## config.mk

```make
export PLATFORM = sky130hd
export DESIGN_NAME = console_line_editor_unit
export DESIGN_NICKNAME = d
export VERILOG_FILES = /design/src/design/cle_pkg.sv /design/src/design/cle_ram.sv /design/src/design/cle_decode.sv /design/src/design/console_line_editor_unit.sv
export SDC_FILE = /design/constraint.sdc
export NUM_CORES = 1
export LEC_CHECK = 0
export ABC_AREA = 0
export CAP_MARGIN = 40
export CORE_MARGIN = 2
export CORE_UTILIZATION = 40
export DETAILED_ROUTE_END_ITERATION = 10
export DONT_BUFFER_PORTS = 1
export PLACE_DENSITY = 0.56
export SETUP_SLACK_MARGIN = 0.3
export SLEW_MARGIN = 20
export SYNTH_ARGS = -nofsm -noshare
export SYNTH_HDL_FRONTEND = slang
export SYNTH_SLANG_ARGS = --single-unit
```

## constraint.sdc

```tcl
create_clock -name clk_i -period 2.95 [get_ports clk_i]
set_input_delay 0 -clock clk_i [delete_from_list [all_inputs] [get_ports clk_i]]
set_output_delay 0 -clock clk_i [all_outputs]
set_load 0.03 [all_outputs]
```

## src/design/cle_pkg.sv

```systemverilog
`default_nettype none

package cle_pkg;

  // Line buffer geometry.
  localparam int BUF_DEPTH = 32;
  localparam int CNT_W     = $clog2(BUF_DEPTH);
  localparam int CAP_W     = 6;
  localparam int LEN_W     = 5;
  localparam int BYTE_W    = 8;
  localparam logic [CAP_W-1:0] CAP_RESET = CAP_W'(32);

  // Character codes the editor reacts to.
  localparam logic [BYTE_W-1:0] CH_ETX   = 8'h03;
  localparam logic [BYTE_W-1:0] CH_EOT   = 8'h04;
  localparam logic [BYTE_W-1:0] CH_BS    = 8'h08;
  localparam logic [BYTE_W-1:0] CH_LF    = 8'h0A;
  localparam logic [BYTE_W-1:0] CH_CR    = 8'h0D;
  localparam logic [BYTE_W-1:0] CH_SPACE = 8'h20;
  localparam logic [BYTE_W-1:0] CH_CARET = 8'h5E;
  localparam logic [BYTE_W-1:0] CH_UC_C  = 8'h43;
  localparam logic [BYTE_W-1:0] CH_TILDE = 8'h7E;
  localparam logic [BYTE_W-1:0] CH_DEL   = 8'h7F;

  typedef enum logic [1:0] {
    KIND_ECHO = 2'd0,
    KIND_LINE = 2'd1,
    KIND_DONE = 2'd2
  } kind_e;

  typedef enum logic [1:0] {
    END_ENTER  = 2'd0,
    END_FULL   = 2'd1,
    END_CANCEL = 2'd2,
    END_EOF    = 2'd3
  } status_e;

  // Which echo sequence a word produces.
  typedef enum logic [1:0] {
    ACT_ENTER  = 2'd0,
    ACT_ERASE  = 2'd1,
    ACT_CANCEL = 2'd2,
    ACT_PRINT  = 2'd3
  } act_e;

  typedef enum logic [2:0] {
    S_IDLE  = 3'd0,
    S_ECHO  = 3'd1,
    S_RADDR = 3'd2,
    S_RDATA = 3'd3,
    S_DONE  = 3'd4
  } state_e;

  // Decoded effect of one received character.
  typedef struct packed {
    logic [1:0]       echo_n;
    act_e             act;
    logic             fin;
    status_e          status;
    logic             store;
    logic [CNT_W-1:0] count_next;
    logic [CNT_W-1:0] len;
  } decode_t;

  // Byte number idx of the echo sequence for an action.
  function automatic logic [BYTE_W-1:0] echo_byte(act_e act, logic [BYTE_W-1:0] ch,
                                                  logic [1:0] idx);
    logic [BYTE_W-1:0] b;
    case (act)
      ACT_ENTER:  b = CH_LF;
      ACT_ERASE:  b = (idx == 2'd1) ? CH_SPACE : CH_BS;
      ACT_CANCEL: b = (idx == 2'd0) ? CH_CARET : ((idx == 2'd1) ? CH_UC_C : CH_LF);
      ACT_PRINT:  b = ch;
      default:    b = ch;
    endcase
    return b;
  endfunction

endpackage

`default_nettype wire

```

## src/design/cle_ram.sv

```systemverilog
`default_nettype none

module cle_ram #(
  parameter int WIDTH = 8,
  parameter int DEPTH = 32
) (
  input  wire logic                     clk_i,
  input  wire logic                     we_i,
  input  wire logic [$clog2(DEPTH)-1:0] waddr_i,
  input  wire logic [WIDTH-1:0]         wdata_i,
  input  wire logic                     re_i,
  input  wire logic [$clog2(DEPTH)-1:0] raddr_i,
  output logic      [WIDTH-1:0]         rdata_o
);

  logic [WIDTH-1:0] mem_q [DEPTH];
  logic [WIDTH-1:0] rdata_q;

  // Write port.
  always_ff @(posedge clk_i) begin
    if (we_i) begin
      mem_q[waddr_i] <= wdata_i;
    end
  end

  // Registered read port; data holds until the next read.
  always_ff @(posedge clk_i) begin
    if (re_i) begin
      rdata_q <= mem_q[raddr_i];
    end
  end

  assign rdata_o = rdata_q;

endmodule

`default_nettype wire

```

## src/design/cle_decode.sv

```systemverilog
`default_nettype none

module cle_decode (
  input  wire logic [cle_pkg::BYTE_W-1:0] char_i,
  input  wire logic [cle_pkg::CNT_W-1:0]  count_i,
  input  wire logic [cle_pkg::CAP_W-1:0]  cap_i,
  output cle_pkg::decode_t                dec_o
);

  logic [cle_pkg::CNT_W-1:0] max_len;
  logic [cle_pkg::CNT_W-1:0] cnt_new;
  logic                      has_room;

  // Clamp the capacity into its legal range and derive the longest line.
  always_comb begin
    if (cap_i < cle_pkg::CAP_W'(2)) begin
      max_len = cle_pkg::CNT_W'(1);
    end else if (cap_i > cle_pkg::CAP_W'(cle_pkg::BUF_DEPTH)) begin
      max_len = cle_pkg::CNT_W'(cle_pkg::BUF_DEPTH - 1);
    end else begin
      max_len = cle_pkg::CNT_W'(cap_i - cle_pkg::CAP_W'(1));
    end
  end

  assign has_room = count_i < cle_pkg::CNT_W'(cle_pkg::BUF_DEPTH - 1);
  assign cnt_new  = has_room ? count_i + cle_pkg::CNT_W'(1) : count_i;

  // Classify the character and work out what it does to the line.
  always_comb begin
    dec_o            = '0;
    dec_o.act        = cle_pkg::ACT_PRINT;
    dec_o.status     = cle_pkg::END_ENTER;
    dec_o.count_next = count_i;
    unique case (char_i) inside
      cle_pkg::CH_LF, cle_pkg::CH_CR: begin
        dec_o.echo_n     = 2'd1;
        dec_o.act        = cle_pkg::ACT_ENTER;
        dec_o.fin        = 1'b1;
        dec_o.status     = cle_pkg::END_ENTER;
        dec_o.len        = count_i;
        dec_o.count_next = '0;
      end
      cle_pkg::CH_BS, cle_pkg::CH_DEL: begin
        if (count_i != '0) begin
          dec_o.echo_n     = 2'd3;
          dec_o.act        = cle_pkg::ACT_ERASE;
          dec_o.count_next = count_i - cle_pkg::CNT_W'(1);
        end
      end
      cle_pkg::CH_ETX: begin
        dec_o.echo_n     = 2'd3;
        dec_o.act        = cle_pkg::ACT_CANCEL;
        dec_o.fin        = 1'b1;
        dec_o.status     = cle_pkg::END_CANCEL;
        dec_o.count_next = '0;
      end
      cle_pkg::CH_EOT: begin
        // End of file only counts on an empty line.
        if (count_i == '0) begin
          dec_o.fin    = 1'b1;
          dec_o.status = cle_pkg::END_EOF;
        end
      end
      [cle_pkg::CH_SPACE:cle_pkg::CH_TILDE]: begin
        dec_o.echo_n     = 2'd1;
        dec_o.act        = cle_pkg::ACT_PRINT;
        dec_o.store      = has_room;
        dec_o.fin        = cnt_new >= max_len;
        dec_o.status     = cle_pkg::END_FULL;
        dec_o.len        = cnt_new;
        dec_o.count_next = (cnt_new >= max_len) ? '0 : cnt_new;
      end
      default: begin
        // Other control bytes and high bytes are dropped silently.
      end
    endcase
  end

endmodule

`default_nettype wire

```

## src/design/console_line_editor_unit.sv

```systemverilog
`default_nettype none

// Channel  Handshake                       Payload
// cfg      cfg_we_i (no wait)              cfg_data_i: line capacity
// in       in_valid_i / in_ready_o         in_char_i: received byte
// out      out_valid_o / out_ready_i       out_kind_o, out_byte_o, line_length_o,
//                                          end_status_o, last_o
//
// A word is taken in S_IDLE; the sequencer then passes through S_ECHO for each echo word,
// then for each stored byte of a finished line through S_RADDR (line buffer read) and
// S_RDATA (the output register), and ends a finished line in S_DONE for the done word.
// Words that cause nothing leave the sequencer in S_IDLE.
// Reset clears the line count and sets the capacity to 32; buffer contents stay undefined.
// A stalled output holds the sequencer; a new word is taken as soon as the sequencer is
// idle, even while the last result still waits in the output register.

module console_line_editor_unit (
  input  wire logic                        clk_i,
  input  wire logic                        rst_ni,
  input  wire logic                        cfg_we_i,
  input  wire logic [cle_pkg::CAP_W-1:0]   cfg_data_i,
  input  wire logic                        in_valid_i,
  output logic                             in_ready_o,
  input  wire logic [cle_pkg::BYTE_W-1:0]  in_char_i,
  output logic                             out_valid_o,
  input  wire logic                        out_ready_i,
  output logic      [1:0]                  out_kind_o,
  output logic      [cle_pkg::BYTE_W-1:0]  out_byte_o,
  output logic      [cle_pkg::LEN_W-1:0]   line_length_o,
  output logic      [1:0]                  end_status_o,
  output logic                             last_o
);

  cle_pkg::state_e           state_q, state_d;
  logic [cle_pkg::CAP_W-1:0] cap_q;
  logic [cle_pkg::CNT_W-1:0] count_q;
  cle_pkg::act_e             act_q;
  logic [cle_pkg::BYTE_W-1:0] char_q;
  logic [1:0]                echo_n_q;
  logic [1:0]                idx_q;
  logic                      fin_q;
  cle_pkg::status_e          status_q;
  logic [cle_pkg::CNT_W-1:0] len_q;
  logic [cle_pkg::CNT_W-1:0] rd_q;

  logic                       out_valid_q;
  cle_pkg::kind_e             out_kind_q;
  logic [cle_pkg::BYTE_W-1:0] out_byte_q;
  logic [cle_pkg::LEN_W-1:0]  out_len_q;
  cle_pkg::status_e           out_status_q;
  logic                       out_last_q;

  cle_pkg::decode_t           dec;
  logic                       in_fire;
  logic                       load;
  logic                       last_echo;
  logic                       last_read;
  logic [cle_pkg::BYTE_W-1:0] rdata;

  logic                       out_set;
  cle_pkg::kind_e             set_kind;
  logic [cle_pkg::BYTE_W-1:0] set_byte;
  logic [cle_pkg::LEN_W-1:0]  set_len;
  cle_pkg::status_e           set_status;
  logic                       set_last;

  assign in_ready_o = (state_q == cle_pkg::S_IDLE);
  assign in_fire    = in_valid_i && in_ready_o;
  assign load       = !out_valid_q || out_ready_i;
  assign last_echo  = (idx_q == echo_n_q - 2'd1);
  assign last_read  = (rd_q == len_q - cle_pkg::CNT_W'(1));

  cle_decode u_decode (
    .char_i  (in_char_i),
    .count_i (count_q),
    .cap_i   (cap_q),
    .dec_o   (dec)
  );

  // Line buffer: written when a printable byte is taken, read back at line end.
  cle_ram #(
    .WIDTH (cle_pkg::BYTE_W),
    .DEPTH (cle_pkg::BUF_DEPTH)
  ) u_line_ram (
    .clk_i   (clk_i),
    .we_i    (in_fire && dec.store),
    .waddr_i (count_q),
    .wdata_i (in_char_i),
    .re_i    (state_q == cle_pkg::S_RADDR),
    .raddr_i (rd_q),
    .rdata_o (rdata)
  );

  // Next state.
  always_comb begin
    state_d = state_q;
    unique case (state_q)
      cle_pkg::S_IDLE: begin
        if (in_fire) begin
          if (dec.echo_n != 2'd0) begin
            state_d = cle_pkg::S_ECHO;
          end else if (dec.fin) begin
            state_d = cle_pkg::S_DONE;
          end
        end
      end
      cle_pkg::S_ECHO: begin
        if (load && last_echo) begin
          if (!fin_q) begin
            state_d = cle_pkg::S_IDLE;
          end else if (len_q != '0) begin
            state_d = cle_pkg::S_RADDR;
          end else begin
            state_d = cle_pkg::S_DONE;
          end
        end
      end
      cle_pkg::S_RADDR: state_d = cle_pkg::S_RDATA;
      cle_pkg::S_RDATA: begin
        if (load) begin
          state_d = last_read ? cle_pkg::S_DONE : cle_pkg::S_RADDR;
        end
      end
      cle_pkg::S_DONE: begin
        if (load) begin
          state_d = cle_pkg::S_IDLE;
        end
      end
      default: state_d = cle_pkg::S_IDLE;
    endcase
  end

  // Result word for the output register.
  always_comb begin
    out_set    = 1'b0;
    set_kind   = cle_pkg::KIND_ECHO;
    set_byte   = '0;
    set_len    = '0;
    set_status = cle_pkg::END_ENTER;
    set_last   = 1'b0;
    unique case (state_q)
      cle_pkg::S_ECHO: begin
        out_set  = load;
        set_byte = cle_pkg::echo_byte(act_q, char_q, idx_q);
        set_last = last_echo && !fin_q;
      end
      cle_pkg::S_RDATA: begin
        out_set  = load;
        set_kind = cle_pkg::KIND_LINE;
        set_byte = rdata;
      end
      cle_pkg::S_DONE: begin
        out_set    = load;
        set_kind   = cle_pkg::KIND_DONE;
        set_len    = cle_pkg::LEN_W'(len_q);
        set_status = status_q;
        set_last   = 1'b1;
      end
      default: begin
        out_set = 1'b0;
      end
    endcase
  end

  // Control registers.
  always_ff @(posedge clk_i or negedge rst_ni) begin
    if (!rst_ni) begin
      state_q     <= cle_pkg::S_IDLE;
      cap_q       <= cle_pkg::CAP_RESET;
      count_q     <= '0;
      out_valid_q <= 1'b0;
    end else begin
      state_q <= state_d;
      if (cfg_we_i) begin
        cap_q <= cfg_data_i;
      end
      if (in_fire) begin
        count_q <= dec.count_next;
      end
      if (out_set) begin
        out_valid_q <= 1'b1;
      end else if (out_ready_i) begin
        out_valid_q <= 1'b0;
      end
    end
  end

  // Per-word context and sequence counters.
  always_ff @(posedge clk_i) begin
    if (in_fire) begin
      act_q    <= dec.act;
      char_q   <= in_char_i;
      echo_n_q <= dec.echo_n;
      fin_q    <= dec.fin;
      status_q <= dec.status;
      len_q    <= dec.len;
      idx_q    <= '0;
      rd_q     <= '0;
    end else begin
      if (state_q == cle_pkg::S_ECHO && load) begin
        idx_q <= idx_q + 2'd1;
      end
      if (state_q == cle_pkg::S_RDATA && load) begin
        rd_q <= rd_q + cle_pkg::CNT_W'(1);
      end
    end
  end

  // Output register payload.
  always_ff @(posedge clk_i) begin
    if (out_set) begin
      out_kind_q   <= set_kind;
      out_byte_q   <= set_byte;
      out_len_q    <= set_len;
      out_status_q <= set_status;
      out_last_q   <= set_last;
    end
  end

  assign out_valid_o   = out_valid_q;
  assign out_kind_o    = out_kind_q;
  assign out_byte_o    = out_byte_q;
  assign line_length_o = out_len_q;
  assign end_status_o  = out_status_q;
  assign last_o        = out_last_q;

  // The readout never goes past the end of the finished line.
  a_read_in_line: assert property (@(posedge clk_i) disable iff (!rst_ni)
    state_q == cle_pkg::S_RDATA |-> rd_q < len_q)
    else $error("line readout ran past the line length");

  // A word that ends the line leaves an empty line behind.
  a_line_clears: assert property (@(posedge clk_i) disable iff (!rst_ni)
    in_fire && dec.fin |=> count_q == '0)
    else $error("line count not cleared at line end");

  // Buffer data is only presented after a read was issued.
  a_read_before_data: assert property (@(posedge clk_i) disable iff (!rst_ni)
    state_q == cle_pkg::S_RDATA |->
      $past(state_q) == cle_pkg::S_RADDR || $past(state_q) == cle_pkg::S_RDATA)
    else $error("line byte presented without a buffer read");

endmodule

`default_nettype wire
```

[Word-level counts from Yosys, hierarchy flattened]
Memories as Yosys holds them, arrays and structs flattened. A register that Yosys moved wholly into a read port is not among the register bits.
Cells that the tools add are included.
Cells by class
  mux-type cells: 34
  equal/unequal tests: 22
  $add $sub $neg: 7
  reductions and logical operators: 25
  magnitude comparators: 6
Operator list (count)
  8-bit one-hot mux with 4 select lines: 1
  3-bit 2-to-1 mux: 10
  5-bit 2-to-1 mux: 5
  8-bit by 4-bit equality test with 1-bit output (second input constant): 3
  4-bit one-hot mux with 4 select lines: 1
  8-bit one-hot mux with 2 select lines: 1
  3-bit one-hot mux with 5 select lines: 1
  5-bit one-hot mux with 3 select lines: 1
  5-bit by 1-bit subtractor with 5-bit output (second input constant): 3
  7-bit 2-to-1 mux: 2
  3-bit one-hot mux with 4 select lines: 1
  5-bit by 1-bit adder with 5-bit output (second input constant): 2
  5-bit one-hot mux with 2 select lines: 1
  5-bit nonzero test: 2
  8-bit by 2-bit equality test with 1-bit output (second input constant): 1
  8-bit by 3-bit equality test with 1-bit output (second input constant): 1
  8-bit by 7-bit equality test with 1-bit output (second input constant): 1
  8-bit by 6-bit greater-or-equal comparator with 1-bit output (second input constant): 1
  8-bit by 7-bit less-or-equal comparator with 1-bit output (second input constant): 1
  1-bit logical AND: 7
  3-bit by 2-bit equality test with 1-bit output (second input constant): 2
  6-bit > comparator (second input constant): 1
  6-bit by 2-bit < comparator with 1-bit output (second input constant): 1
  1-bit 2-to-1 mux: 6
  28 further kinds: 38
Word-level totals
  bits of input ports: 19
  register bits: 60
  memories: 1
  RAM bits: 256
Memories
  u_line_ram.mem_q: words 32, bits a word 8, read ports 1, clocked after Yosys merged registers in 1, wr ports 1, line cle_ram.sv:16  | logic [WIDTH-1:0] mem_q [DEPTH];

[Logic depth before layout (Yosys ltp)]
Gate-level depths: netlist of the first run.
  word-level depth: 9
  depth in mapped cells: 12
  mapped depth without buffers: 12

[Modules after synthesis]
Synthesis of the first run repeated with hierarchy kept, for this count alone.
Second synthesis, totals
  cells, all modules: 739
  area, all modules: 13633.1 um2
By module, submodules not included
  cle_ram: area each 10133.5 um2, cells each 417, sequential area each 7927.6 um2, times used 1
  console_line_editor_unit: area each 2616.3 um2, cells each 201, sequential area each 1657.8 um2, times used 1
  cle_decode: area each 883.3 um2, cells each 121, sequential area each 0.0 um2, times used 1

[Least setup slack after synthesis of the first run]
OpenSTA, ideal clock, no wires.
  kind: register to register
  start point: reg state_q[2]
  end point: mem u_line_ram.mem_q[10][0], enable pin
  arrival: 2184 ps
  cell stages (with the launch flop): 8
  slack: 396 ps
  setup time: 370 ps
  path buffers: 1
  required time: 2580 ps
  cell sequence: dfrtp_1 -> clkbuf_1 -> or3_1 -> inv_2 -> and2_1 -> nor3b_1 -> nand2_1 -> nor2_1
On the way
  word-level cells in the longest chain between the ends: 5
RTL lines
  start: declaration: line console_line_editor_unit.sv:34  | cle_pkg::state_e state_q, state_d;
  start signal: assignment: line console_line_editor_unit.sv:168  | state_q <= cle_pkg::S_IDLE;
  start signal: assignment: line console_line_editor_unit.sv:173  | state_q <= state_d;
  3-bit logical NOT: line console_line_editor_unit.sv:67  | assign in_ready_o = (state_q == cle_pkg::S_IDLE);
  via in_ready_o: line console_line_editor_unit.sv:23  | output logic in_ready_o,
  1-bit logical AND: line console_line_editor_unit.sv:68  | assign in_fire = in_valid_i && in_ready_o;
  1-bit logical AND: line console_line_editor_unit.sv:86  | .we_i (in_fire && dec.store),
  1-bit 2-to-1 mux: line cle_ram.sv:21  | if (we_i) begin
  1-bit 2-to-1 mux (implied by the code): line cle_ram.sv:22  | mem_q[waddr_i] <= wdata_i;
  end: declaration: line cle_ram.sv:16
The timed path passes the listed nets, and every way through them passes these cells.

[Final worst setup path of the first run]
  start point: reg cap_q[0] (netlist name)
  end point: reg count_q[3] (netlist name)
On the way
  word-level cells in the longest chain between the ends: 6
  elaborated cells on any way between the ends: 8
  those cells by class: add/sub (1); order compare (3); mux (4)
RTL lines
  start: declaration: line console_line_editor_unit.sv:35  | logic [cle_pkg::CAP_W-1:0] cap_q;
  start signal: assignment: line console_line_editor_unit.sv:169  | cap_q <= cle_pkg::CAP_RESET;
  start signal: assignment: line console_line_editor_unit.sv:175  | cap_q <= cfg_data_i;
  5-bit by 1-bit subtractor with 5-bit output or 6-bit > comparator (tied branches): line cle_decode.sv:21, cle_decode.sv:18
  5-bit 2-to-1 mux: line cle_decode.sv:18  | end else if (cap_i > cle_pkg::CAP_W'(cle_pkg::BUF_DEPTH)) begin
  5-bit 2-to-1 mux (*): line cle_decode.sv:16  | if (cap_i < cle_pkg::CAP_W'(2)) begin
  5-bit greater-or-equal comparator (*): line cle_decode.sv:71  | dec_o.count_next = (cnt_new >= max_len) ? '0 : cnt_new;
  5-bit 2-to-1 mux (*): line cle_decode.sv:71
  5-bit one-hot mux with 3 select lines (*): line cle_decode.sv:34  | unique case (char_i) inside
  end signal: assignment: line console_line_editor_unit.sv:178  | count_q <= dec.count_next;
  end: declaration: line console_line_editor_unit.sv:36  | logic [cle_pkg::CNT_W-1:0] count_q;
Every way passes the cells marked *; elsewhere a longest branch is shown, timed or not.
A chain may end at the register's enable or synchronous reset.

==> results of run 1 <==
[metal layers]
layer	up-vias	GRT usage (%)
met3	45	5.32
met2	265	28.6
met1	3600	24.9
met5	-	0
met4	0	5.30
li1	3160	-
[per-stage QoR]
| stage | worst slack (ns) | cell area (um^2) |
|---|---|---|
| after floorplan | 0.396 | 13500 |
| after global placement | 0.121 | 14300 |
| final | 0.401 | 16000 |
| after CTS | 0.257 | 15800 |
| after global routing | 0.249 | 16000 |
| after detailed placement | 0.0877 | 14300 |
[final cells by class]
class                      instances  share of cell area (%)
antenna                            1                  0.0157
clock buffer                      48                    6.06
clock inverter                    16                    1.25
inverter                          15                   0.353
multi-input combinational        381                    23.8
sequential                       324                    60.1
tap                              448                    3.51
timing repair buffer              77                    4.91
[kinds of logic (layout without fill, tap and decap cells)]
group                      count (synthesis)  after routing  synth area share (%)
AOI/OAI and AO/OA                         70             70                  3.19
xor gates and xnor gates                  15             15                 0.971
adders and majority gates                 17             17                  1.57
buffers and inverters                     51            156                  1.72
DFF                                      324            324                  70.9
muxes                                    100            100                  15.0
other                                      0              1                     0
and+or+nand+nor                          179            179                  6.64
[flip-flops by register name (all words and copies together) (netlist names), 2 cells and up]
name                flops
act_q                   2
end_status_o            2
state_q                 3
echo_n_q                2
out_byte_o              8
char_q                  8
out_kind_o              2
u_line_ram.mem_q      256
line_length_o           5
u_line_ram.rdata_o      8
status_q                2
idx_q                   2
rd_q                    5
cap_q                   6
len_q                   5
count_q                 5
[power by group through the flow]
stage                     Sequential (mW)  Clock (mW)  Combinational, mW
after floorplan                      5.90           0               1.61
after global placement               6.00           0               2.11
after detailed placement             6.01           0               2.15
after CTS                            5.92        4.52               2.30
after global routing                 5.96        4.72               2.59
final                                5.93        4.42               2.35
[worst max path at each step]
stage / start / endpoint / slack, ns
after floorplan: state_q[2] / u_line_ram.mem_q[10][0] / 0.40
after global placement: count_q[3] / count_q[3] / 0.12
after detailed placement: count_q[3] / count_q[3] / 0.09
after CTS: state_q[2] / u_line_ram.mem_q[16][6] / 0.26
after global routing: cap_q[0] / count_q[3] / 0.25
final: cap_q[0] / count_q[3] / 0.40
[repair_timing]
action / 4_1_cts / 5_1_grt
setup endpoints to repair: 85 / 261
endpoints found under the hold margin: 303 / 14
buffers inserted: 0 / 1
pin swaps: 0 / 1
hold buffers: 26 / 1
gates resized for setup: 4 / 24
[tightest hold or removal path: stages]
cell and delay [ns]:
nor3b_1 0.03, a21oi_1 0.10, nor2_1 0.10, nand2_1 0.07, nand2_1 0.05
[synthesized netlist by cell type, types with 7 or more instances]
| cell type | n |
|---|---|
| edfxtp_1 | 302 |
| mux4_2 | 80 |
| nor2_1 | 68 |
| nand2_1 | 42 |
| o21ai_0 | 22 |
| a21oi_1 | 21 |
| clkbuf_1 | 20 |
| ha_1 | 17 |
| dfrtp_1 | 14 |
| inv_1 | 14 |
| mux2_2 | 12 |
| and2_1 | 11 |
| xnor2_1 | 10 |
| nor2b_1 | 8 |
| buf_2 | 7 |
| dfxtp_1 | 7 |
| nand3_1 | 7 |
| nor3_1 | 7 |
==> run summary, run 1 <==
Floorplanning
- 39 — I/O Pins
- 188 um — die outline height
- 33400 um^2 — Std-Cell Core Area
- 35300 um^2 — Die Footprint
- 188 um — Die Span X
- 67 — Rows
- 40.4% — Starting Density

Power
- 9.22 mW — internal power
- 3.47 mW — reported net switching power
- 27.3% — switching share of power
- 532 uV — worst IR drop on VDD
- 34.8% — share of power burned in the clock network
- 18.5% — portion of total power attributed to combinational logic
- 46.7% — share of power burned in registers
- 12.7 mW — total design power
- 795 nW/um^2 — PwrDens
- 5.14 nW — reported leakage power

Cells and area
- 2744 — total of fill cells in the finished design
- 47.7% — core utilization of the finished layout
- 18.0% — layout overhead on the synthesized area
- 9600 um^2 — register cell area after layout
- 3790 um^2 — combined area of the multi-input logic cells
- edfxtp_1 — most common cell after layout, fill and taps aside
- 871 — Nets
- edfxtp_1 (302), mux4_2 (80), nor2_1 (65), buf_4 (45), nand2_1 (38) — leading cell types in the layout, fill and taps excluded
- 27.3% — fraction of final layout cells sized beyond drive strength 1
- 1310 — filler-free cell count of the finished design

Job
- 0 — Max-Cap Viols

Route
- 0 — Final ANT Viol Nets
- 626 — Iter 0 DRT Violations
- 13.6 mm — post-route met1 wirelength
- 7070 — via count
- met4 — highest signal layer in the routed design
- 0 — total DRC errors in the routed layout
- 5 — Pre-Repair DR Iteration Count
- 2.49 mm — total length of routed met3 wires
- 14.6 mm — met2 WL
- 31.4 mm — total detailed-routing wirelength
- 23.9 um — routed length per placed instance
- 5.40 — post-detailed-route via-to-cell ratio

Status
- finished clean — status

Logic synthesis
- 756 — synthesized instance count
- 17.9 um^2 — syn_area_per_cell
- edfxtp_1 (67%), mux4_2 (13%), dfrtp_1 (2.6%), nor2_1 (1.9%), ha_1 (1.6%) — largest cells by area after synthesis
- 324 — flops & latches, synth
- 0 — warnings from Yosys
- 61 — Synth cell types
- 67.1% — post-synth top area share
- 792 — Post-Synthesis Net Count
- 302 — number of enable-type register cells in the synthesized netlist
- 13500 um^2 — Post-Syn Area
- 70.9% — sequential area share after synthesis
- 4.63% — async set-or-reset flop fraction in the synthesized netlist
- edfxtp_1 — leading register cell type out of synthesis
- edfxtp_1 — area leader, netlist

GRT
- 7305 — vias in the first global route
- 41 — largest net degree at the start of global routing
- 4 — antenna violations before repair
- 47.3 mm — first-pass GRT wire length
- 0 — sum of overflow across all layers after global routing
- 18.2% — overall routing resource usage

Worst setup path
- 10 — WP depth
- dfrtp_1 — critical path's slowest cell
- cap_q[0] — r2r startpoint
- 10 — cell depth of the worst flop-to-flop path
- simple AND/OR/NAND/NOR gates — kind of cell adding the most delay to the critical path
- register — Critical Path Start Type
- 0.40 ns — internal reg-to-reg setup slack
- 6 — maximum net fanout on the critical path
- or3_4 -> nor3b_2 -> a211oi_2 -> ha_1 -> a21o_1 -> a21oi_2 -> o21ai_2 -> or2_2 -> o22a_1 -> o2bb2ai_2 — chain of cells forming the critical path
- 0 — sum of buffers and inverters on the critical path
- 2.97 ns — data arrival time of the critical path
- register — capturing element type of the critical path
- count_q[3] — r2r endpoint
- register to register — kind of critical path
- 3.38 ns — CP required
- 0.42 ns — maximum single-stage delay on the critical path

Worst hold path
- primary input to register — worst min path class
- len_q[4] — sink of the worst hold path
- in_char_i[2] — Hold Crit Start
- 5 — instance count along the most critical hold path

STA
- 0 — Final Hold Violating Endpoints
- 0 — max-slew violation count
- 60.9% — Max-slew headroom
- 0.0197 ns — worst slack on hold paths
- 0.584 ns — worst slew pin tran
- 0 — Setup Viol. Count Final
- 392 MHz — highest achievable clock rate
- 0 ns — setup TNS after final layout
- no — unrepaired setup endpoints after global routing
- 2.55 ns — shortest clock period the worst path allows after layout
- 0.0141 ns — setup skew after layout
- 86.4% — ratio of final minimum period to clock period

CTS
- done — CTS tree
- 2 — H-tree level count
- 0.05 ns — clk slew on worst S/H paths
- 36 — CTS Buf Count
- 3 — Max Root-Sink Buffers
- clkbuf_16 — master cell of the clock root buffer
- 0.51 ns — clock network latency to the later pin of the worst-skew pair
- 324 — clock net sink count

Placement
- 1216 — number of placed cells counting well taps
- 18.8 mm — Post-DP HPWL
- 0 — input/output buffers
- 0.840 — weighted congestion at the end of routability-driven global placement

Power figures use the tool's default switching activity.
==> inputs of run 2 (changes only) <==
Settings changed: RECOVER_POWER set to 25.
==> run 2 against run 1 <==
Against the previous run: sequential power about the same; combinational power about the same; routed wire length about the same; non-clock buffer count is the same; total power about the same; final cell count barely moved; via count increased by 0.16%; final area is essentially flat; die area unchanged; largest power group unchanged; highest routed layer unchanged.
==> run summary, run 2 (synthesis gave the netlist of run 1 again) <==
Cells and area
- 18.0% — layout overhead on the synthesized area
- u_line_ram.mem_q — most flop-heavy register
- 1311 — filler-free cell count of the finished design
- edfxtp_1 — most common cell after layout, fill and taps aside
- 256 — number of flip-flops under the largest register name
- 871 — Nets
- 27.3% — fraction of final layout cells sized beyond drive strength 1
- edfxtp_1 (302), mux4_2 (80), nor2_1 (65), buf_4 (45), nand2_1 (38) — leading cell types in the layout, fill and taps excluded

STA
- no — unrepaired setup endpoints after global routing
- 0 — Setup Viol. Count Final
- 86.5% — ratio of final minimum period to clock period
- 0 — max-slew violation count
- 0 — Final Hold Violating Endpoints
- 60.6% — Max-slew headroom
- 0.590 ns — worst slew pin tran
- 0.0248 ns — worst slack on hold paths
- 2.55 ns — shortest clock period the worst path allows after layout
- 0.400 ns — worst setup margin
- 0.0143 ns — setup skew after layout
- 392 MHz — highest achievable clock rate
- 0 ns — setup TNS after final layout

CTS
- done — CTS tree
- 0.51 ns — clock network latency to the later pin of the worst-skew pair
- 324 — clock net sink count
- clkbuf_16 — master cell of the clock root buffer
- 0.05 ns — clk slew on worst S/H paths
- 36 — CTS Buf Count
- 2 — H-tree level count
- 3 — Max Root-Sink Buffers

Worst setup path
- register — capturing element type of the critical path
- 3.38 ns — CP required
- 6 — maximum net fanout on the critical path
- register to register — kind of critical path
- 0 — sum of buffers and inverters on the critical path
- 0.42 ns — maximum single-stage delay on the critical path
- register — Critical Path Start Type
- or3_4 -> nor3b_2 -> a211oi_2 -> ha_1 -> a21o_1 -> a21oi_2 -> o21ai_2 -> or2_2 -> o22a_1 -> o2bb2ai_2 — chain of cells forming the critical path
- dfrtp_1 — critical path's slowest cell
- simple AND/OR/NAND/NOR gates — kind of cell adding the most delay to the critical path
- 2.98 ns — data arrival time of the critical path

Route
- 5.40 — post-detailed-route via-to-cell ratio
- 31.4 mm — total detailed-routing wirelength
- 5 — Pre-Repair DR Iteration Count
- 600 — Iter 0 DRT Violations
- 7081 — via count
- 0 — Final ANT Viol Nets
- 23.9 um — routed length per placed instance
- 0 — total DRC errors in the routed layout

Worst hold path
- primary input to register — worst min path class

GRT
- 41 — largest net degree at the start of global routing
- 7305 — vias in the first global route
- 4 — antenna violations before repair
- 18.2% — overall routing resource usage
- 0 — sum of overflow across all layers after global routing
- 47.3 mm — first-pass GRT wire length

Power
- 12.7 mW — total design power
- 795 nW/um^2 — PwrDens
- 527 uV — worst IR drop on VDD
- 5.14 nW — reported leakage power

Placement
- 18.8 mm — Post-DP HPWL
- 0.0877 ns — Setup Slack @ Placement
- 1216 — number of placed cells counting well taps
- 0.840 — weighted congestion at the end of routability-driven global placement
- 0 — input/output buffers

Floorplanning
- 39 — I/O Pins
- 67 — Rows
- 40.4% — Starting Density
- 188 um — die outline height
- 35300 um^2 — Die Footprint
- 188 um — Die Span X
- 33400 um^2 — Std-Cell Core Area

Job
- 0 — Max-Cap Viols

Status
- finished clean — status

==> run 2: changes by cell type in the layout (fill, tap and decap cells not counted) <==
cell,before,now
diode_2,1,2
==> run 2: final timing paths <==
path / to / from / cells past startpoint / slack [ns]
min reg2reg: end_status_o[0] / status_q[0] / 1 / 0.51
min in group asynchronous: state_q[2] / rst_ni / 3 / 0.45
max reg2reg: count_q[3] / cap_q[0] / 10 / 0.40
min: len_q[4] / in_char_i[2] / 5 / 0.02
max in group asynchronous: cap_q[5] / rst_ni / 3 / 2.27
max: count_q[3] / cap_q[0] / 10 / 0.40
==> run 2: power breakdown <==
part	internal, mW	leakage [nW]	switching [mW]	total, mW
sequential	5.46	2.97	0.473	5.93
clock	2.73	0.562	1.68	4.41
combinational	1.03	1.61	1.31	2.35
total	9.22	5.14	3.47	12.7
==> run 2: what timing repair did <==
item,in CTS,in global routing
resized for setup,4,24
setup buffers,0,1
setup endpoints to repair,85,261
cloned,0,0
hold buffers,26,1
pin swaps,0,1
endpoints found under the hold margin,303,14
==> run 2: through the flow <==
step                      cell area, um^2  util, %
after floorplan                     13500        -
after global placement              14300     42.8
after detailed placement            14300     42.8
after CTS                           15800     47.4
after global routing                16000     47.7
final                               16000     47.7
==> run 2: layout make-up <==
type,instances,area [um^2]
clock buffers,48,967
well taps,448,561
clock inverters,16,199
multi-input cells,381,3790
repair buffers,77,783
diodes,2,5.00
inverters,15,56.3
flip-flops and latches,324,9600
fillers,2745,17500
==> run 2: routing by layer <==
| layer | track usage, % | share of wire (%) |
|---|---|---|
| met1 | 24.9 | 44 |
| met5 | 0 | 0 |
| met2 | 28.6 | 47 |
| met4 | 5.30 | 2.1 |
| met3 | 5.32 | 7.6 |
==> run 2: worst reg2reg max path, cell delays in order (launching register included) <==
cell and delay [ns]:
dfrtp_1 0.42, or3_4 0.40, nor3b_2 0.20, a211oi_2 0.07, ha_1 0.30, a21o_1 0.17
a21oi_2 0.14, o21ai_2 0.09, or2_2 0.32, o22a_1 0.23, o2bb2ai_2 0.12
